===== config.mk =====
export PLATFORM = sky130hd
export DESIGN_NAME = cbm_xlat
export DESIGN_NICKNAME = d
export VERILOG_FILES = /design/src/rtl/cbm_pkg.sv /design/src/rtl/cbm_xlat.sv
export SDC_FILE = /design/constraint.sdc
export NUM_CORES = 1
export LEC_CHECK = 0
export BUFFER_PORTS_ARGS = -buffer_cell sky130_fd_sc_hd__buf_2
export CORE_AREA = 2 2 63 65
export DETAILED_ROUTE_END_ITERATION = 12
export DIE_AREA = 0 0 65 67
export PLACE_DENSITY = 0.78
export RECOVER_POWER = 25
export SLEW_MARGIN = 20
export SYNTH_ARGS = -nofsm -noshare
export SYNTH_HDL_FRONTEND = slang
export SYNTH_SLANG_ARGS = --single-unit

===== constraint.sdc =====
create_clock -name vclk -period 2.5
set_input_delay 0.75 -clock vclk [all_inputs]
set_output_delay 0.75 -clock vclk [all_outputs]
set_load 0.005 [all_outputs]

===== src/rtl/cbm_pkg.sv =====
package cbm_pkg;

  // Default sizes
  localparam int unsigned WORK_RAM_BYTES_DEF = 8192;
  localparam int unsigned PRG_BANKS_8K_DEF   = 16;
  localparam int unsigned CHR_BANKS_4K_DEF   = 32;

  // Configuration port
  localparam int unsigned CFG_AW = 3;
  localparam int unsigned CFG_DW = 32;
  localparam logic REG_CHR_MASK = 1'b0;
  localparam logic REG_PRG_MASK = 1'b1;
  localparam logic [4:0] CHR_MASK_RST = 5'd31;
  localparam logic [3:0] PRG_MASK_RST = 4'd15;

  // Bus commands
  typedef enum logic [1:0] {
    CMD_CPU_RD = 2'd0,
    CMD_CPU_WR = 2'd1,
    CMD_PPU    = 2'd2
  } cmd_t;

  // CPU 4K pages
  localparam logic [3:0] PAGE_WRAM0   = 4'h6;
  localparam logic [3:0] PAGE_WRAM1   = 4'h7;
  localparam logic [3:0] PAGE_PRG_SEL = 4'hA;
  localparam logic [3:0] PAGE_CHR0    = 4'hB;
  localparam logic [3:0] PAGE_CHR1    = 4'hC;
  localparam logic [3:0] PAGE_CHR2    = 4'hD;
  localparam logic [3:0] PAGE_CHR3    = 4'hE;
  localparam logic [3:0] PAGE_MIRROR  = 4'hF;

  // Fixed-bank offset: slots 1..3 map to mask-2, mask-1, mask
  localparam logic [3:0] PRG_FIXED_BIAS = 4'd3;

  // PPU address map
  localparam logic [13:0] PPU_NT_BASE    = 14'h2000;
  localparam logic [13:0] PPU_PAL_BASE   = 14'h3F00;
  localparam logic [13:0] PPU_TILE_MASK  = 14'h3FF0;
  localparam logic [13:0] TILE_W0_FD     = 14'h0FD0;
  localparam logic [13:0] TILE_W0_FE     = 14'h0FE0;
  localparam logic [13:0] TILE_W1_FD     = 14'h1FD0;
  localparam logic [13:0] TILE_W1_FE     = 14'h1FE0;

  localparam logic [7:0] OPEN_BUS = 8'hFF;

  typedef struct packed {
    logic [1:0]  command;
    logic [15:0] cpu_address;
    logic [7:0]  write_data;
    logic [13:0] ppu_address;
  } in_beat_t;

  typedef struct packed {
    logic [7:0]  read_data;
    logic        prg_rom_valid;
    logic [16:0] prg_rom_address;
    logic        chr_rom_valid;
    logic [16:0] chr_rom_address;
    logic        nametable_valid;
    logic [10:0] nametable_address;
  } out_beat_t;

  // Mapper register file contents
  typedef struct packed {
    logic [4:0]      chr_mask;
    logic [3:0]      prg_mask;
    logic [3:0]      prg_bank;
    logic [3:0][4:0] chr_bank;
    logic            mirror_h;
    logic [1:0]      latch;
  } map_state_t;

  // Register / latch update request from the decoder
  typedef struct packed {
    logic       reg_we;
    logic [3:0] page;
    logic [7:0] data;
    logic       latch_we;
    logic       latch_sel;
    logic       latch_val;
  } map_upd_t;

endpackage


===== src/rtl/cbm_xlat.sv =====
module cbm_xlat #(
  parameter int unsigned WORK_RAM_BYTES = cbm_pkg::WORK_RAM_BYTES_DEF,
  parameter int unsigned PRG_BANKS_8K   = cbm_pkg::PRG_BANKS_8K_DEF,
  parameter int unsigned CHR_BANKS_4K   = cbm_pkg::CHR_BANKS_4K_DEF,
  localparam int unsigned WR_AW         = $clog2(WORK_RAM_BYTES)
) (
  input  cbm_pkg::in_beat_t    beat,
  input  cbm_pkg::map_state_t  state,
  output cbm_pkg::out_beat_t   res,
  output logic                 wram_rd,
  output logic                 wram_we,
  output logic [WR_AW-1:0]     wram_idx,
  output cbm_pkg::map_upd_t    upd
);

  localparam logic [14:0] WR_N  = 15'(WORK_RAM_BYTES);
  localparam logic [14:0] WR_N2 = 15'(2 * WORK_RAM_BYTES);

  logic [3:0]  page;
  logic        page_wram;
  logic [1:0]  slot;
  logic [3:0]  prg_raw;
  logic [3:0]  prg_mod;
  logic        win;
  logic [4:0]  chr_raw;
  logic [4:0]  chr_mod;
  logic        nt_sel;
  logic [14:0] wr_v0;
  logic [14:0] wr_v1;
  logic [14:0] wr_v2;
  logic [13:0] tile;

  // Bank modulo tables, worked out at elaboration
  logic [3:0] prg_mod_tbl [16];
  logic [4:0] chr_mod_tbl [32];

  for (genvar gi = 0; gi < 16; gi++) begin : g_prg_mod
    localparam int unsigned PM = gi % PRG_BANKS_8K;
    assign prg_mod_tbl[gi] = 4'(PM);
  end

  for (genvar gi = 0; gi < 32; gi++) begin : g_chr_mod
    localparam int unsigned CM = gi % CHR_BANKS_4K;
    assign chr_mod_tbl[gi] = 5'(CM);
  end

  assign page      = beat.cpu_address[15:12];
  assign page_wram = (page == cbm_pkg::PAGE_WRAM0) || (page == cbm_pkg::PAGE_WRAM1);

  // Work RAM index: 13-bit offset folded into the RAM size (quotient <= 3)
  assign wr_v0    = {2'b00, beat.cpu_address[12:0]};
  assign wr_v1    = (wr_v0 >= WR_N2) ? wr_v0 - WR_N2 : wr_v0;
  assign wr_v2    = (wr_v1 >= WR_N) ? wr_v1 - WR_N : wr_v1;
  assign wram_idx = wr_v2[WR_AW-1:0];

  // PRG: switchable slot at 0x8000, last three banks fixed
  assign slot    = beat.cpu_address[14:13];
  assign prg_raw = (slot == 2'd0) ? (state.prg_bank & state.prg_mask)
                 : (4'(state.prg_mask + {2'b00, slot} - cbm_pkg::PRG_FIXED_BIAS)
                    & state.prg_mask);
  assign prg_mod = prg_mod_tbl[prg_raw];

  // CHR: window picks one of two banks by its latch
  assign win     = beat.ppu_address[12];
  assign chr_raw = state.chr_bank[{win, state.latch[win]}] & state.chr_mask;
  assign chr_mod = chr_mod_tbl[chr_raw];

  assign nt_sel  = state.mirror_h ? beat.ppu_address[11] : beat.ppu_address[10];
  assign tile    = beat.ppu_address & cbm_pkg::PPU_TILE_MASK;

  always_comb begin
    res           = '0;
    res.read_data = cbm_pkg::OPEN_BUS;
    wram_rd       = 1'b0;
    wram_we       = 1'b0;
    upd           = '0;
    upd.page      = page;
    upd.data      = beat.write_data;

    unique case (beat.command)
      cbm_pkg::CMD_CPU_RD: begin
        if (page_wram) begin
          wram_rd = 1'b1;
        end else if (beat.cpu_address[15]) begin
          res.prg_rom_valid   = 1'b1;
          res.prg_rom_address = {prg_mod, beat.cpu_address[12:0]};
        end
      end
      cbm_pkg::CMD_CPU_WR: begin
        wram_we    = page_wram;
        upd.reg_we = (page >= cbm_pkg::PAGE_PRG_SEL);
      end
      cbm_pkg::CMD_PPU: begin
        if (beat.ppu_address < cbm_pkg::PPU_NT_BASE) begin
          res.chr_rom_valid   = 1'b1;
          res.chr_rom_address = {chr_mod, beat.ppu_address[11:0]};
        end else if (beat.ppu_address < cbm_pkg::PPU_PAL_BASE) begin
          res.nametable_valid   = 1'b1;
          res.nametable_address = {nt_sel, beat.ppu_address[9:0]};
        end
        // Latch flips after this access is translated
        priority if (tile == cbm_pkg::TILE_W0_FD) begin
          upd.latch_we = 1'b1; upd.latch_sel = 1'b0; upd.latch_val = 1'b0;
        end else if (tile == cbm_pkg::TILE_W0_FE) begin
          upd.latch_we = 1'b1; upd.latch_sel = 1'b0; upd.latch_val = 1'b1;
        end else if (tile == cbm_pkg::TILE_W1_FD) begin
          upd.latch_we = 1'b1; upd.latch_sel = 1'b1; upd.latch_val = 1'b0;
        end else if (tile == cbm_pkg::TILE_W1_FE) begin
          upd.latch_we = 1'b1; upd.latch_sel = 1'b1; upd.latch_val = 1'b1;
        end else begin
          upd.latch_we = 1'b0;
        end
      end
      default: ;
    endcase
  end

endmodule


-- After elaboration in Yosys (flattened, before gate mapping)
Memories as Yosys holds them, arrays and structs flattened.
Index checks and enable logic that the tools add are counted.
- bits in registers: 0
- bits in latches: 0
- bits in writable memories: 0
- bits in read-only memories: 224
- input port bits: 76
- output and inout bits: 87
- word-level logic and storage cells: 60
- memories kept: 2
- memory list (name ; depth ; width ; rd ports ; clocked after memory_dff ; write ports ; line ; RTL):
    (no name shown) ; 32 ; 5 ; 1 ; 0 ; 0 ; cbm_xlat.sv:66 ; assign chr_mod = chr_mod_tbl[chr_raw];
    (no name shown) ; 16 ; 4 ; 1 ; 0 ; 0 ; cbm_xlat.sv:61 ; assign prg_mod = prg_mod_tbl[prg_raw];
- add/subtract/negate cells: 4
- $mul: 0
- div/mod/pow operators: 0
- $lt $le $gt $ge: 9
- equality and inequality tests: 8
- shift operators: 0
- mux-type cells: 29
- bitwise logic cells: 5
- reduce and logical (&&, ||, !) cells: 3
- operator list (cell ; number):
    18-bit two-way mux ; 4
    30-bit two-way mux ; 1
    14-bit < comparator, second input constant ; 2
    12-bit two-way mux ; 2
    10-bit by 8-bit == test with 1-bit output, second input constant ; 2
    10-bit by 9-bit == test with 1-bit output, second input constant ; 2
    13-bit by 15-bit greater-or-equal comparator with 1-bit output, second input constant ; 1
    15-bit by 14-bit greater-or-equal comparator with 1-bit output, second input constant ; 1
    15-bit two-way mux ; 1
    5-bit two-way mux ; 3
    13-bit by 15-bit subtractor with 15-bit output, second input constant ; 1
    13-bit two-way mux ; 1
    13-bit by 1-bit subtractor with 13-bit output, second input constant ; 1
    3-bit two-way mux ; 4
    4-bit two-way mux ; 3
    5-bit binary-select mux with 2-bit select ; 1
    4-bit AND ; 2
    4-bit by 3-bit == test with 1-bit output, second input constant ; 2
    1-bit two-way mux ; 8
    6-bit greater-or-equal comparator, second input constant ; 1
    5-bit inverter with 6-bit output ; 1
    5-bit AND ; 1
    5-bit greater-or-equal comparator, second input constant ; 1
    4-bit inverter with 5-bit output ; 1
    other kinds (10) ; 11

-- Depth between registers and ports, before layout
Gate-level depths: netlist (run 1).
- depth in word-level cells: 11
- gate-level depth with buffers: 6
- gate-level depth less buffers: 6

-- Least setup slack after synthesis (run 1)
Ideal clock, no wire load.
- path type: input-to-output
- start: input port beat[35] (netlist bit)
- end: output port res[44] (netlist bit)
- data arrival time: 1.653 ns
- required time: 1.750 ns
- path slack: 0.097 ns
- cell stages on the path: 6
- buffers on the path: 0
- cell sequence: inv_1 ha_1 inv_1 fa_1 nand2_1 a21oi_1
- RTL lines (what ; line ; RTL):
    start, declared ; cbm_xlat.sv:7 ; input cbm_pkg::in_beat_t beat,
    end, declared ; cbm_xlat.sv:9 ; output cbm_pkg::out_beat_t res,

==> flow_metrics.tcl, run 1 <==
set metrics [dict create \
    rows 22 \
    p_per_area_nw_per_um2 123 \
    antenna_found_initial 0 \
    grt_pass1_vias 1096 \
    grt_max_degree 13 \
    area_delta_synth_final_pct 81.6 \
    routed_wl_mm 3.66 \
    yosys.area_share.simple_pct 46.8 \
    layout_setup_ws_ps -106 \
    synth_area_leaders "buf_4 26%, and2_1 21%, a211oi_1 8.4%" \
    synth_top_area_share_pct 26.0 \
    ios 163 \
    n_sequential_cell 0 \
    avgViaCountPerCell 4.40 \
    yosysTopAreaCell "buf_4" \
    power_uw 219 \
    critPathCaptureType "output port" \
    muxShareOfSynthArea_pct 6.12 \
    violations "setup timing" \
    synth.avg_cell_area_um2 6.96 \
    status "finished, violations left" \
    layoutNonFillerInstCount 311 \
    worst_path_max_delay_cell "fa_1" \
    core_um2 3610 \
    yosysSeqAreaShare_pct 0 \
    routedWlPerCell_um 11.8 \
    drive_gt1_share_pct 67.7 \
    die_h_um 67 \
    drtIter0Drc 24 \
    ys_warn_count 0 \
    nClkBuffers 0 \
    syn_area_um2 981 \
    num_antenna_cells 0 \
    hpwl_mm 2.94 \
    ctsHoldBuffers 0 \
    regArea_um2 0 \
    startpoint_type "input pin" \
    hold_viol 0 \
    place_area_um2 1570 \
    period_minus_slack_ps 2610 \
    layout.nets 344 \
    gp_congestion 0.734 \
    dr.pass1.iters 4 \
    synth_adder_area_share_pct 4.59 \
    yosysUniqueCellTypes 28 \
    finalInstanceArea_um2 1780 \
    worst-setup-path-type "input pin to output port" \
    path_cells "buf_8, inv_6, ha_4, inv_2, fa_1, nand2_1, a21oi_2, buf_2" \
    dpl.cell_count 306 \
    netlist_instances 141 \
    grt-ovfl-total 0 \
    critPathArrivalTime_ps 1860 \
    peakVddDrop_mv 0.0568 \
    cp_max_fo 2 \
    port_buffers 139 \
    leakage_uw 0.00106 \
    synth_top_family_by_area "simple AND/OR/NAND/NOR gates" \
    finalSetupViolCount 2 \
    critPathMaxStageDelay_ps 470 \
    finalMaxSlewViolations 0 \
    synth_compound_area_share_pct 10.8 \
    rsz0062_at_grt "yes" \
    grt_usage_pct 13.9 \
    chipWidth_um 65 \
    place_ws_ps -160 \
    cp.required_ps 1750 \
    maxCapViolations 0 \
    initial_core_util_pct 27.2 \
    dieArea_um2 4360 \
    grt_pass1_wl_mm 4.93 \
    route.detailed.drc 0 \
    vias 1369 \
    max_freq_mhz 384 \
    hp-class "input pin to output port" \
    period_share_pct 104 \
    synthXorXnorAreaFrac_pct 0.893 \
    antenna_left 0 \
]
## cell usage in the layout (no fill, tap or decap), drive strengths merged, types with 2 or more instances in the layout
| master | netlist | routed |
|---|---|---|
| inv | 3 | 3 |
| a211oi | 11 | 11 |
| ha | 2 | 2 |
| buf | 37 | 154 |
| conb | 1 | 8 |
| a21oi | 3 | 3 |
| mux2i | 6 | 6 |
| nor2 | 4 | 4 |
| and2 | 36 | 36 |
| nand2 | 14 | 14 |
| nor3b | 3 | 3 |
| nor2b | 8 | 8 |
## cell families after synthesis
kind of cell	count (synthesis)
adders and majority gates	3
xor gates and xnor gates	1
muxes	6
and+or+nand+nor	72
AOI/OAI and AO/OA	15
other	1
buffers and inverters	43
## per-stage QoR
step / setup TNS (ps) / util [%] / hold WS [ps]
after floorplan: 0 / - / 1520
after global placement: -216 / 43.6 / 1500
after detailed placement: -245 / 43.6 / 1500
after CTS: -282 / 46.0 / 1500
after global routing: -333 / 49.4 / 1500
final: -108 / 49.4 / 1500
## final timing paths
path / start / end / slack (ps) / depth (start not counted)
hold / removal: beat[14] / upd[3] / 1500 / 0
setup / recovery: beat[35] / res[44] / -110 / 8
## power by group
part           leakage [uW]  switching [uW]  total, uW  internal, uW
Sequential                0               0          0             0
Clock                     0               0          0             0
Combinational       0.00106            97.9        219           121
Total               0.00106            97.9        219           121
## critical path: cells and delay by family
kind,cells,cell delay [ps]
compound gates,1,140
fa+ha+maj,2,590
buf+inv,4,300
simple gates,1,60
## cell type report
type	instances	area, um2
fill	356	1820
multi-input combinational	105	807
inverter	3	18.8
timing repair buffer	155	896
tap	48	60.1
## per-layer routing
layer | track usage [%] | wire length [um] | vias to the layer above
met1 | 15.6 | 1290 | 603
met3 | 1.52 | 390 | 0
met4 | 0 | 0 | 0
met2 | 29.3 | 1980 | 96
li1 | - | - | 670
met5 | 0 | 0 | -
## synthesized netlist by cell type
library cell and number:
nand3b_1 1, and4b_2 1, buf_4 34, a211oi_1 11, nand4_4 1, nor3b_2 2
mux2i_1 6, inv_1 3, xor2_1 1, buf_6 1, nand2_1 14, buf_1 1
and2_1 33, or2_2 1, nor3b_4 1, ha_1 2, nor4b_1 1, buf_2 1
a2111oi_0 1, conb_1 1, clkbuf_1 3, nor2b_1 8, a21oi_1 3, and2_2 3
nor3_1 1, nor2_1 4, fa_1 1, and4_1 1
## timing repair
action,in CTS,in global routing
gates cloned,1,1
resized for setup,12,28
pin swaps,6,10
setup buffers,2,2
endpoints found under the setup margin,4,18
(Power assumes the default switching activity.)
==> run 2: changes to the inputs <==
- MAX_ROUTING_LAYER: default -> met4
==> flow_metrics.tcl, run 2 (synthesis gave the netlist of run 1 again) <==
set metrics [dict create \
    area_delta_synth_final_pct 81.6 \
    status "finished, violations left" \
    critPathArrivalTime_ps 1860 \
    wl_met1_mm 1.30 \
    chipWidth_um 65 \
    critPathCaptureType "output port" \
    startpoint_type "input pin" \
    antenna_found_initial 0 \
    finalSetupViolCount 2 \
    grt_pass1_vias 1096 \
    initial_core_util_pct 27.2 \
    drtIter0Drc 26 \
    gp_congestion 0.743 \
    dieArea_um2 4360 \
    routed-wl-met3_um 380 \
    leakage_uw 0.00106 \
    peakVddDrop_mv 0.0569 \
    grt_max_degree 13 \
    cp_max_fo 2 \
    hpwl_mm 2.94 \
    finalInstanceArea_um2 1780 \
    layoutNonFillerInstCount 311 \
    dr_wl_met2_mm 1.98 \
    port_buffers 139 \
    num_antenna_cells 0 \
    core_um2 3610 \
    grt-ovfl-total 0 \
    hold_viol 0 \
    grt_pass1_wl_mm 4.93 \
    avgViaCountPerCell 4.41 \
    antenna_left 0 \
    dr.pass1.iters 4 \
    maxCapViolations 0 \
    routed_wl_mm 3.66 \
    dpl.cell_count 306 \
    place_area_um2 1570 \
    hp-class "input pin to output port" \
    rsz0062_at_grt "yes" \
    ctsHoldBuffers 0 \
    rows 22 \
    routedWlPerCell_um 11.8 \
    route.detailed.drc 0 \
    violations "setup timing" \
    top_layer "met3" \
    critPathMaxStageDelay_ps 470 \
    ios 163 \
    n_sequential_cell 0 \
    path_cells "buf_8, inv_6, ha_4, inv_2, fa_1, nand2_1, a21oi_2, buf_2" \
    finalMaxSlewViolations 0 \
    drive_gt1_share_pct 67.7 \
    worst-setup-path-type "input pin to output port" \
    vias 1371 \
    holdWs_ps 1500 \
    mostFrequentLayoutCell "buf_2" \
    regArea_um2 0 \
    fin_setup_tns_ps -108 \
    period_share_pct 104 \
    mostFrequentLayoutCells "134 x buf_2, 32 x and2_1, 12 x nand2_1, 11 x buf_4" \
    layout.nets 344 \
    p_per_area_nw_per_um2 123 \
    layout_setup_ws_ps -105 \
    power_uw 219 \
    worst_path_max_delay_cell "fa_1" \
    nClkBuffers 0 \
    period_minus_slack_ps 2610 \
    cp.required_ps 1750 \
    grt_usage_pct 14.3 \
    die_h_um 67 \
    max_freq_mhz 384 \
]
==> run 2: cell counts in the layout (fill, tap and decap cells not counted) <==
No cell type changed its count.
==> run 2: worst paths after layout <==
path                  startpoint  endpoint  slack (ps)  depth (start not counted)
worst min-delay path    beat[14]    upd[3]        1500                          0
worst max-delay path    beat[35]   res[44]        -110                          8
==> run 2: repair_timing <==
| action | 4_1_cts | 5_1_grt |
|---|---|---|
| setup endpoints to repair | 4 | 18 |
| buffers inserted | 2 | 2 |
| resized for setup | 12 | 28 |
| cloned | 1 | 1 |
| pin swaps | 6 | 10 |
==> run 2: critical path, delay by kind of cell <==
kind	cells	cell delay (ps)
buffers and inverters	4	300
and+or+nand+nor	1	60
adders and majority gates	2	590
AOI/OAI and AO/OA	1	140
==> run 2: final cells by class <==
cell class | instances | area (um2)
fillers | 356 | 1820
well taps | 48 | 60.1
inverters | 3 | 18.8
multi-input cells | 105 | 807
repair buffers | 155 | 896
==> run 2: power by group <==
part	switching, uW	total, uW	internal [uW]	leakage, uW
Sequential	0	0	0	0
Combinational	97.8	219	121	0.00106
Clock	0	0	0	0
Total	97.8	219	121	0.00106
==> run 2: layer usage <==
metal,vias up,global-route usage (%)
li1,670,-
met1,605,15.7
met2,96,29.3
met3,0,1.35
met4,0,0
met5,-,-
==> run 2: stage by stage <==
step / setup slack (ps) / util (%)
2_1_floorplan: 96.7 / -
3_3_place_gp: -151 / 43.6
3_5_place_dp: -160 / 43.6
4_1_cts: -81.9 / 46.0
5_1_grt: -173 / 49.4
6_report: -105 / 49.4
