--- src/rtl/cbm_pkg.sv ---
package cbm_pkg;

  // Default sizes
  localparam int unsigned WORK_RAM_BYTES_DEF = 8192;
  localparam int unsigned PRG_BANKS_8K_DEF   = 16;
  localparam int unsigned CHR_BANKS_4K_DEF   = 32;

  // Configuration port
  localparam int unsigned CFG_AW = 3;
  localparam int unsigned CFG_DW = 32;
  localparam logic REG_CHR_MASK = 1'b0;
  localparam logic REG_PRG_MASK = 1'b1;
  localparam logic [4:0] CHR_MASK_RST = 5'd31;
  localparam logic [3:0] PRG_MASK_RST = 4'd15;

  // Bus commands
  typedef enum logic [1:0] {
    CMD_CPU_RD = 2'd0,
    CMD_CPU_WR = 2'd1,
    CMD_PPU    = 2'd2
  } cmd_t;

  // CPU 4K pages
  localparam logic [3:0] PAGE_WRAM0   = 4'h6;
  localparam logic [3:0] PAGE_WRAM1   = 4'h7;
  localparam logic [3:0] PAGE_PRG_SEL = 4'hA;
  localparam logic [3:0] PAGE_CHR0    = 4'hB;
  localparam logic [3:0] PAGE_CHR1    = 4'hC;
  localparam logic [3:0] PAGE_CHR2    = 4'hD;
  localparam logic [3:0] PAGE_CHR3    = 4'hE;
  localparam logic [3:0] PAGE_MIRROR  = 4'hF;

  // Fixed-bank offset: slots 1..3 map to mask-2, mask-1, mask
  localparam logic [3:0] PRG_FIXED_BIAS = 4'd3;

  // PPU address map
  localparam logic [13:0] PPU_NT_BASE    = 14'h2000;
  localparam logic [13:0] PPU_PAL_BASE   = 14'h3F00;
  localparam logic [13:0] PPU_TILE_MASK  = 14'h3FF0;
  localparam logic [13:0] TILE_W0_FD     = 14'h0FD0;
  localparam logic [13:0] TILE_W0_FE     = 14'h0FE0;
  localparam logic [13:0] TILE_W1_FD     = 14'h1FD0;
  localparam logic [13:0] TILE_W1_FE     = 14'h1FE0;

  localparam logic [7:0] OPEN_BUS = 8'hFF;

  typedef struct packed {
    logic [1:0]  command;
    logic [15:0] cpu_address;
    logic [7:0]  write_data;
    logic [13:0] ppu_address;
  } in_beat_t;

  typedef struct packed {
    logic [7:0]  read_data;
    logic        prg_rom_valid;
    logic [16:0] prg_rom_address;
    logic        chr_rom_valid;
    logic [16:0] chr_rom_address;
    logic        nametable_valid;
    logic [10:0] nametable_address;
  } out_beat_t;

  // Mapper register file contents
  typedef struct packed {
    logic [4:0]      chr_mask;
    logic [3:0]      prg_mask;
    logic [3:0]      prg_bank;
    logic [3:0][4:0] chr_bank;
    logic            mirror_h;
    logic [1:0]      latch;
  } map_state_t;

  // Register / latch update request from the decoder
  typedef struct packed {
    logic       reg_we;
    logic [3:0] page;
    logic [7:0] data;
    logic       latch_we;
    logic       latch_sel;
    logic       latch_val;
  } map_upd_t;

endpackage

--- src/rtl/cbm_regs.sv ---
module cbm_regs (
  input  logic                        clk,
  input  logic                        rst_n,
  // config port
  input  logic                        cfg_psel,
  input  logic                        cfg_penable,
  input  logic                        cfg_pwrite,
  input  logic [cbm_pkg::CFG_AW-1:0]  cfg_paddr,
  input  logic [cbm_pkg::CFG_DW-1:0]  cfg_pwdata,
  output logic [cbm_pkg::CFG_DW-1:0]  cfg_prdata,
  output logic                        cfg_pready,
  // bus-side updates
  input  logic                        upd_en,
  input  cbm_pkg::map_upd_t           upd,
  output cbm_pkg::map_state_t         state
);

  cbm_pkg::map_state_t st_r;
  logic                cfg_we;
  logic                cfg_sel;

  assign cfg_pready = 1'b1;
  assign cfg_sel    = cfg_paddr[2];
  assign cfg_we     = cfg_psel && cfg_penable && cfg_pwrite && cfg_pready;

  // Register readback
  always_comb begin
    unique case (cfg_sel)
      cbm_pkg::REG_CHR_MASK: cfg_prdata = cbm_pkg::CFG_DW'(st_r.chr_mask);
      cbm_pkg::REG_PRG_MASK: cfg_prdata = cbm_pkg::CFG_DW'(st_r.prg_mask);
      default:               cfg_prdata = '0;
    endcase
  end

  // Masks from config, banks, mirroring and latches from the bus
  always_ff @(posedge clk) begin
    if (!rst_n) begin
      st_r.chr_mask <= cbm_pkg::CHR_MASK_RST;
      st_r.prg_mask <= cbm_pkg::PRG_MASK_RST;
      st_r.prg_bank <= '0;
      st_r.chr_bank <= '0;
      st_r.mirror_h <= 1'b0;
      st_r.latch    <= '0;
    end else begin
      if (cfg_we) begin
        unique case (cfg_sel)
          cbm_pkg::REG_CHR_MASK: st_r.chr_mask <= cfg_pwdata[4:0];
          cbm_pkg::REG_PRG_MASK: st_r.prg_mask <= cfg_pwdata[3:0];
          default: ;
        endcase
      end
      if (upd_en && upd.reg_we) begin
        unique case (upd.page)
          cbm_pkg::PAGE_PRG_SEL: st_r.prg_bank <= upd.data[3:0];
          cbm_pkg::PAGE_CHR0,
          cbm_pkg::PAGE_CHR1,
          cbm_pkg::PAGE_CHR2,
          cbm_pkg::PAGE_CHR3:
            st_r.chr_bank[2'(upd.page - cbm_pkg::PAGE_CHR0)] <= upd.data[4:0];
          cbm_pkg::PAGE_MIRROR:  st_r.mirror_h <= upd.data[0];
          default: ;
        endcase
      end
      if (upd_en && upd.latch_we) begin
        st_r.latch[upd.latch_sel] <= upd.latch_val;
      end
    end
  end

  assign state = st_r;

endmodule

--- config.mk ---
export PLATFORM = sky130hd
export DESIGN_NAME = cbm_regs
export DESIGN_NICKNAME = d
export VERILOG_FILES = /design/src/rtl/cbm_pkg.sv /design/src/rtl/cbm_regs.sv
export SDC_FILE = /design/constraint.sdc
export NUM_CORES = 1
export LEC_CHECK = 0
export ABC_AREA = 0
export BUFFER_PORTS_ARGS = -buffer_cell sky130_fd_sc_hd__buf_2
export CORE_MARGIN = 2
export CORE_UTILIZATION = 36
export DETAILED_ROUTE_END_ITERATION = 8
export GPL_TIMING_DRIVEN = 0
export PLACE_DENSITY = 0.84
export SYNTH_ARGS = -nofsm -noshare
export SYNTH_HDL_FRONTEND = slang
export SYNTH_SLANG_ARGS = --single-unit
--- constraint.sdc ---
create_clock -name clk -period 2.55 [get_ports clk]
set_clock_uncertainty 0.05 [all_clocks]
set_input_delay 0.3825 -clock clk [delete_from_list [all_inputs] [get_ports clk]]
set_output_delay 0.3825 -clock clk [all_outputs]
set_load 0.02 [all_outputs]
Word level (Yosys, flattened, before mapping)
Index checks and enable logic that the tools add are counted.
{"block": "word_totals", "register_bits": 36, "output_inout_bits": 69, "in_bits": 57, "elab_cells": 40}
{"block": "classes", "n_eq_ne": 6, "n_reduce_logical": 12, "n_mux": 7, "addsub": 1, "n_lt_le_gt_ge": 4, "n_bitwise": 1}
{"op": "32-bit case mux with 2 select lines", "n": 1}
{"op": "4-bit == test (second input constant)", "n": 6}
{"op": "20-bit bitwise mux", "n": 1}
{"op": "5-bit demux with 2-bit select", "n": 1}
{"op": "2-bit AND reduction", "n": 5}
{"op": "1-bit logical AND", "n": 6}
{"op": "5-bit 2-to-1 mux", "n": 1}
{"op": "4-bit OR reduction", "n": 1}
{"op": "2-bit by 3-bit less-than comparator with 1-bit output (second input constant)", "n": 1}
{"op": "2-bit bitwise mux", "n": 1}
{"op": "2-bit by 1-bit >= comparator with 1-bit output (second input constant)", "n": 1}
{"op": "1-bit by 2-bit less-than comparator with 1-bit output (second input constant)", "n": 1}
{"op": "2-bit subtractor (second input constant)", "n": 1}
{"op": "1-bit demux with 1-bit select", "n": 1}
{"op": "1-bit >= comparator (second input constant)", "n": 1}
{"op": "1-bit 2-to-1 mux", "n": 1}
{"op": "1-bit NOT", "n": 1}

Longest topological paths before layout
Gate-level depths: netlist (run 1).
{"block": "depth", "word_depth": 6, "ltp_mapped": 4, "mapped_depth_nobuf": 3}

Worst setup path before layout (run 1)
No wires, ideal clock.
{"block": "synth_timing", "kind": "input to output", "from": "input port cfg_paddr[2] in the netlist's numbering", "to": "output port cfg_prdata[0] in the netlist's numbering", "stages": 2, "arrival_time_ps": 1007, "path_buffers": 1, "setup_slack_ps": 1111, "required_time_ps": 2118, "cell_sequence": "clkbuf_1 > mux2_2"}
{"block": "synth_between", "elab_chain_len": 2}
{"element": "start: declaration", "line_no": "cbm_regs.sv:8", "rtl": "input logic [cbm_pkg::CFG_AW-1:0] cfg_paddr,"}
{"element": "1-bit NOT"}
{"element": "32-bit case mux with 2 select lines *", "line_no": "cbm_regs.sv:28", "rtl": "unique case (cfg_sel)"}
{"element": "end: declaration", "line_no": "cbm_regs.sv:10", "rtl": "output logic [cbm_pkg::CFG_DW-1:0] cfg_prdata,"}
Mark *: on every way between the ends. The rest lies on a longest branch, timed or not. The select of a mux whose other input is x is not followed.

Worst setup path after layout (run 1)
Ends and elaborated chain as after synthesis.

==> reports/qor.yml, run 1 <==
result_of_the_run: "finished clean"
worst_setup_path_start_kind: "input port"
die_h_um: 71.45
p_leak_nw: 1.135
final-max-slew-violation-count: 0
timing.fmax_mhz: 627.5
largest_register_ff_count: 36
die_footprint_um2: 5105
clock_tree_from_tritoncts: "done"
nNetsFinal: 321
diodes: 0
route.detailed.wl_per_inst_um: 11.11
critPathArrivalTime_ps: 1160
route.detailed.drc: 0
post-place-ws_ps: 951.2
hold_class: "input port to register"
path_max_fanout: 7
top_level_ports: 126
setup.worst_path.end_class: "output port"
fp.coreArea_um2: 4354
number_of_antenna_violations_at_the_first_check_in_global_routing: 0
synth.distinct_cells: 21
layout_common_cells: "64 x sky130_fd_sc_hd__buf_2, 39 x sky130_fd_sc_hd__nand2_1, 36 x sky130_fd_sc_hd__dfxtp_1"
cts_resized: 0
dpl.cell_count: 309
area_delta_synth_final_pct: 35.75
mapped_cell_area_um2: 1638
finalCritPeriodShare_pct: 62.49
report.final.setup_viol: 0
port-buffer-count: 63
hold_violations: 0
max-cap-violations: 0
clk_root_buffer_cell: "sky130_fd_sc_hd__clkbuf_8"
timing.setup.tns_ps: 0
globalRoute.totalOverflow: 0
drt_iter0_drc: 31
yosys_register_bits: 36
worst_pin_slew_ps: 536.9
path_class: "input port to output port"
insertion_delay_ps: 280
row_count: 24
grt_setup_unrepaired: "false"
async_flop_share_pct: 0
postCtsSetupRepairBufs: 0
critical_path_required_ps: 2120
post_route_ant_nets: 0
grt_use_total_pct: 14.24
synth_enable_flop_cells: 0
clk_pin_slew_ps: 60
clockBufferDepth: 2
cts-htree-levels: 2
synth.yosys.seq_area_share_pct: 44.00
die_w_um: 71.45
fin_crit_ps: 1594
worst_slack_ps: 956.5
finish.utilization_pct: 51.06
final_cells: 317
irDropWorstVdd_uv: 359.2
fill_cells: 409
powerDensity_nw_per_um2: 546.0
grt_pass1_wl_mm: 5.733
quantity_of_hold_fixing_buffers_added_after_cts: 0
layout.cells.most_common: "sky130_fd_sc_hd__buf_2"
tightest_slew_margin_relative_to_the_limit_pct: 64.01
first_global_vias: 1312
postRouteWirelength_mm: 3.523
dpl.hpwl_mm: 2.788
drive_gt1_share_pct: 40.75
vias: 1338
drtPass1Iterations: 4
cts_inserted_buffers: 5
vias_per_cell: 4.221
synthFlopType: "sky130_fd_sc_hd__dfxtp_1"
syn-mean-instance-area_um2: 9.749
clkSinkCount: 36
grt_start_max_net_pins: 12
number_of_cells_produced_by_synthesis: 168
gp_congestion: 0.7477
initial_cell_density_of_the_core_pct: 37.61
synthesis.yosys.warnings: 0
[final cells by class]
class / instances / area (um2) / area share, %
buffer: 35 / 237.7 / 10.69
timing repair buffer: 63 / 315.3 / 14.18
clock inverter: 2 / 35.03 / 1.576
sequential: 36 / 720.7 / 32.41
clock buffer: 6 / 72.57 / 3.264
tap: 52 / 65.06 / 2.926
multi-input combinational: 123 / 777.0 / 34.95
[kinds of logic after synthesis]
family / after synthesis / share of synthesized area (%)
compound gates: 2 / 0.9171
buf+inv: 35 / 14.51
flops: 36 / 44.00
mux: 39 / 24.14
other cells: 2 / 0.4585
simple gates: 54 / 15.97
[synth_stat cells (2+ instances only)]
cell / number / area [um2]
sky130_fd_sc_hd__conb_1: 2 / 7.510
sky130_fd_sc_hd__nand3_1: 2 / 10.01
sky130_fd_sc_hd__mux2i_1: 35 / 350.3
sky130_fd_sc_hd__nor2b_1: 3 / 18.77
sky130_fd_sc_hd__nor3_2: 2 / 20.02
sky130_fd_sc_hd__mux2_2: 4 / 45.04
sky130_fd_sc_hd__clkbuf_1: 6 / 22.52
sky130_fd_sc_hd__buf_4: 28 / 210.2
sky130_fd_sc_hd__dfxtp_1: 36 / 720.7
sky130_fd_sc_hd__nand2_1: 39 / 146.4
[through the flow]
stage / hold slack, ps / power (mW) / area, um2
5_1_grt: 279.0 / 1.271 / 2223
3_5_place_dp: 395.7 / 0.7449 / 2116
6_report: 262.9 / 1.214 / 2223
2_1_floorplan: 457.6 / 0.7042 / 1735
3_3_place_gp: 389.0 / 0.7428 / 2116
4_1_cts: 252.2 / 1.232 / 2223
[routing by layer]
layer	share of wire (%)	GRT usage, %	wire (um)
met3	10	4.782	360
met4	1.5	5.660	54
met1	40	14.91	1423
met5	0	0	0
met2	48	26.03	1685
[where the power goes]
group	switching, mW	internal, mW
sequential	0.00397	0.569
combinational	0.0960	0.0641
clock	0.191	0.290
total	0.291	0.923
[path summary, 6_finish.rpt]
check                              startpoint            end  slack (ps)  depth (start not counted)
worst max-delay path             cfg_paddr[2]  cfg_prdata[0]         960                          3
worst min-delay path            cfg_pwdata[4]      state[35]         260                          3
worst max register to register      state[32]      state[32]        1840                          2
worst min register to register       state[6]       state[6]         410                          2
[critical path: stages]
cell	delay [ps]
sky130_fd_sc_hd__clkbuf_1	240
sky130_fd_sc_hd__mux2_2	380
sky130_fd_sc_hd__buf_2	160
Power figures use the tool's default switching activity.
==> run 2: changes to the inputs <==
--- a/config.mk
+++ b/config.mk
@@ -5,13 +5,13 @@
 export SDC_FILE = /design/constraint.sdc
 export NUM_CORES = 1
 export LEC_CHECK = 0
-export ABC_AREA = 0
+export ABC_AREA = 1
 export BUFFER_PORTS_ARGS = -buffer_cell sky130_fd_sc_hd__buf_2
 export CORE_MARGIN = 2
 export CORE_UTILIZATION = 36
 export DETAILED_ROUTE_END_ITERATION = 8
 export GPL_TIMING_DRIVEN = 0
-export PLACE_DENSITY = 0.84
+export PLACE_DENSITY = 0.82
 export SYNTH_ARGS = -nofsm -noshare
 export SYNTH_HDL_FRONTEND = slang
 export SYNTH_SLANG_ARGS = --single-unit
==> constraint.sdc (replaced) <==
create_clock -name clk -period 1.5 [get_ports clk]
set_clock_uncertainty 0.05 [all_clocks]
set_input_delay 0.225 -clock clk [delete_from_list [all_inputs] [get_ports clk]]
set_output_delay 0.225 -clock clk [all_outputs]
set_load 0.02 [all_outputs]
==> run 2 against run 1 <==
  * Power rose by 70%
  * Core utilization decreased by 1.0 points
  * Clock power is 46% higher
  * Clock-buffer cell count up 2
  * Synthesized area is 9.1% higher
  * Combinational power grew 130%
  * Die area is 8.6% higher
  * Non-clock buffer count up 4
==> reports/qor.yml, run 2 <==
worst_setup_path_start_kind: "register"  # was input port
clk_pin_slew_ps: 70  # was 60 ps
largest_family_of_logic_cells_by_synthesized_area: "simple AND/OR/NAND/NOR gates"  # was multiplexers
async_flop_share_pct: 0  # unchanged
vias: 1772  # was 1338
post_route_ant_nets: 0  # unchanged
path_class: "register to output port"  # was input port to output port
number_of_cells_produced_by_synthesis: 250  # was 168
fin_crit_ps: 1212
top_level_ports: 126  # unchanged
fp.coreArea_um2: 4755  # was 4354 um2
synth.distinct_cells: 18  # was 21
result_of_the_run: "finished clean"  # unchanged
xor_xnor_cell_area_share_of_the_yosys_netlist_pct: 0  # unchanged
synthFlopType: "sky130_fd_sc_hd__dfxtp_1"  # unchanged
synth_adder_area_share_pct: 0  # unchanged
netlist.area_leader.share_pct: 40.34  # was 44.00%
yosys-mux-area-fraction_pct: 0  # was 24.14%
synthesis.yosys.warnings: 0  # unchanged
critPathArrivalTime_ps: 940  # was 1160 ps
finalCritPeriodShare_pct: 80.82
timing.hold.worst_endpoint: "state[35]"  # unchanged
worst_r2r_startpoint: "state[0]"  # was state[32]
worst-r2r-setup-slack_ps: 830  # was 1840 ps
synth.most_common_cell: "sky130_fd_sc_hd__nand2_1"  # unchanged
grt_setup_unrepaired: "false"  # unchanged
drtPass1Iterations: 4  # unchanged
postRouteWirelength_mm: 4.149  # was 3.523 mm
route.detailed.drc: 0  # unchanged
insertion_delay_ps: 290  # was 280 ps
initial_cell_density_of_the_core_pct: 37.58  # was 37.61%
fill_cells: 502  # was 409
nNetsFinal: 404  # was 321
row_count: 25  # was 24
layout_common_cells: "65 x sky130_fd_sc_hd__buf_2, 59 x sky130_fd_sc_hd__nand2_1, 36 x sky130_fd_sc_hd__nand3_1, 36 x sky130_fd_sc_hd__dfxtp_1, 31 x sky130_fd_sc_hd__buf_4"  # was 64 x sky130_fd_sc_hd__buf_2, 39 x sky130_fd_sc_hd__nand2_1, 36 x sky130_fd_sc_hd__dfxtp_1
synth_enable_flop_cells: 0  # unchanged
cts_inserted_buffers: 5  # unchanged
yosys_register_bits: 36  # unchanged
clkSinkCount: 36  # unchanged
dpl.cell_count: 407  # was 309
layout.cells.most_common: "sky130_fd_sc_hd__buf_2"  # unchanged
yosys-top-cells-area: "sky130_fd_sc_hd__dfxtp_1 40%, sky130_fd_sc_hd__buf_4 13%, sky130_fd_sc_hd__nand2_1 12%"  # was sky130_fd_sc_hd__dfxtp_1 44%, sky130_fd_sc_hd__mux2i_1 21%, sky130_fd_sc_hd__buf_4 13%
dpl.hpwl_mm: 3.175  # was 2.788 mm
grt_use_total_pct: 15.55  # was 14.24%
diodes: 0  # unchanged
path_max_fanout: 3  # was 7
drive_gt1_share_pct: 32.47  # was 40.75%
synth-simple-area-share_pct: 32.42  # was 15.97%
drt_iter0_drc: 59  # was 31
vias_per_cell: 4.270  # was 4.221
r2r_cells: 2  # unchanged
port-buffer-count: 64  # was 63
die_footprint_um2: 5543  # was 5105 um2
p_leak_nw: 1.277  # was 1.135 nW
synthDominantAreaCellType: "sky130_fd_sc_hd__dfxtp_1"  # unchanged
min-delay-start: "cfg_pwdata[4]"  # unchanged
synth_commonest_cells: "59 x sky130_fd_sc_hd__nand2_1, 36 x sky130_fd_sc_hd__dfxtp_1, 36 x sky130_fd_sc_hd__nand3_1"  # was 39 x sky130_fd_sc_hd__nand2_1, 36 x sky130_fd_sc_hd__dfxtp_1, 35 x sky130_fd_sc_hd__mux2i_1
synth.yosys.seq_area_share_pct: 40.34  # was 44.00%
timing.setup.tns_ps: 0  # unchanged
hold_class: "input port to register"  # unchanged
number_of_antenna_violations_at_the_first_check_in_global_routing: 0  # unchanged
irDropWorstVdd_uv: 530.9  # was 359.2 uV
cts_resized: 0  # unchanged
hold_violations: 0  # unchanged
clock_tree_from_tritoncts: "done"  # unchanged
setup.worst_path.end_class: "output port"  # unchanged
rr_endpoint: "state[0]"  # was state[32]
die_h_um: 74.45  # was 71.45 um
grt_start_max_net_pins: 11  # was 12
cts-htree-levels: 2  # unchanged
max-cap-violations: 0  # unchanged
quantity_of_hold_fixing_buffers_added_after_cts: 0  # unchanged
critical_path_required_ps: 1220  # was 2120 ps
mapped_cell_area_um2: 1787  # was 1638 um2
timing.fmax_mhz: 824.8
die_w_um: 74.45  # was 71.45 um
clk_root_buffer_cell: "sky130_fd_sc_hd__clkbuf_8"  # unchanged
area_delta_synth_final_pct: 33.12  # was 35.75%
final-max-slew-violation-count: 0  # unchanged
final_cells: 415  # was 317
powerDensity_nw_per_um2: 866.1  # was 546.0 nW/um2
gp_congestion: 0.8926  # was 0.7477
route.detailed.wl_per_inst_um: 9.998  # was 11.11 um
report.final.setup_viol: 0  # unchanged
clockBufferDepth: 2  # unchanged
postCtsSetupRepairBufs: 0  # unchanged
globalRoute.totalOverflow: 0  # unchanged
timing.hold.worst_path_depth: 3  # unchanged
syn-mean-instance-area_um2: 7.147  # was 9.749 um2
compound_gate_fraction_of_synth_area_pct: 8.053  # was 0.9167%
first_global_vias: 1549  # was 1312
largest_register_ff_count: 36  # unchanged
grt_pass1_wl_mm: 6.561  # was 5.733 mm
==> run 2: changes by cell type in the layout (fill, tap and decap cells not counted), moves of 4 or more <==
cell,delta
sky130_fd_sc_hd__nor2_1,+29
sky130_fd_sc_hd__a21oi_1,+25
sky130_fd_sc_hd__mux2_2,-4
sky130_fd_sc_hd__mux2i_1,-35
sky130_fd_sc_hd__clkbuf_1,-4
sky130_fd_sc_hd__inv_1,+14
sky130_fd_sc_hd__nor2_4,+4
sky130_fd_sc_hd__nand2_1,+20
sky130_fd_sc_hd__nand3_1,+34
==> run 2: cell type report <==
type / instances / area, um2 / area share, %
buffer: 38 / 282.8 / 11.89
clock buffer: 8 / 90.09 / 3.787
inverter: 14 / 52.55 / 2.209
multi-input combinational: 188 / 828.3 / 34.82
sequential: 36 / 720.7 / 30.30
tap: 67 / 83.83 / 3.524
timing repair buffer: 64 / 320.3 / 13.47
==> run 2: layer usage <==
layer / routed length (um) / share of wire, % / track usage [%] / up-vias
met5: 0 / 0 / 0 / -
met3: 400 / 9.6 / 7.182 / 9
met2: 1897 / 46 / 27.04 / 81
li1: - / - / - / 928
met4: 73 / 1.8 / 5.357 / 0
met1: 1778 / 43 / 16.64 / 754
==> run 2: per-stage QoR <==
stage	area [um2]	hold slack (ps)	util [%]	power (mW)	worst slack [ps]
floorplan	1884	301.2	-	1.284	443.6
global placement	2288	386.1	48.13	1.376	268.4
detailed placement	2288	389.9	48.13	1.380	246.4
CTS	2379	94.53	50.03	2.083	282.6
global route	2379	114.8	50.03	2.168	227.8
finish	2379	104.5	50.03	2.060	287.6
==> run 2: critical path, cell delays in order, from the launching register on <==
cell and delay (ps):
sky130_fd_sc_hd__dfxtp_1 370, sky130_fd_sc_hd__nand2_1 70, sky130_fd_sc_hd__nand2_1 60, sky130_fd_sc_hd__buf_2 150
==> run 2: kinds of logic after synthesis <==
| logic type | after synthesis |
|---|---|
| other | 2 |
| buffers and inverters | 52 |
| DFF | 36 |
| and+or+nand+nor | 132 |
| AOI/OAI and AO/OA | 28 |
==> run 2: where the power goes <==
group / internal (mW) / switching [mW] / leakage [nW] / total, mW
combinational: 0.137 / 0.236 / 0.940 / 0.373
clock: 0.374 / 0.325 / 0.0455 / 0.700
sequential: 0.976 / 0.0119 / 0.292 / 0.988
==> run 2: worst max path at each step <==
| stage | startpoint | to | slack [ps] | depth (start not counted) |
|---|---|---|---|---|
| global placement | cfg_pwrite | state[33] | 270 | 6 |
| detailed placement | cfg_pwrite | state[34] | 250 | 6 |
| CTS | state[34] | cfg_prdata[3] | 280 | 3 |
| floorplan | state[35] | cfg_prdata[4] | 440 | 2 |
| finish | state[34] | cfg_prdata[3] | 290 | 3 |
| global route | state[28] | cfg_prdata[1] | 230 | 3 |
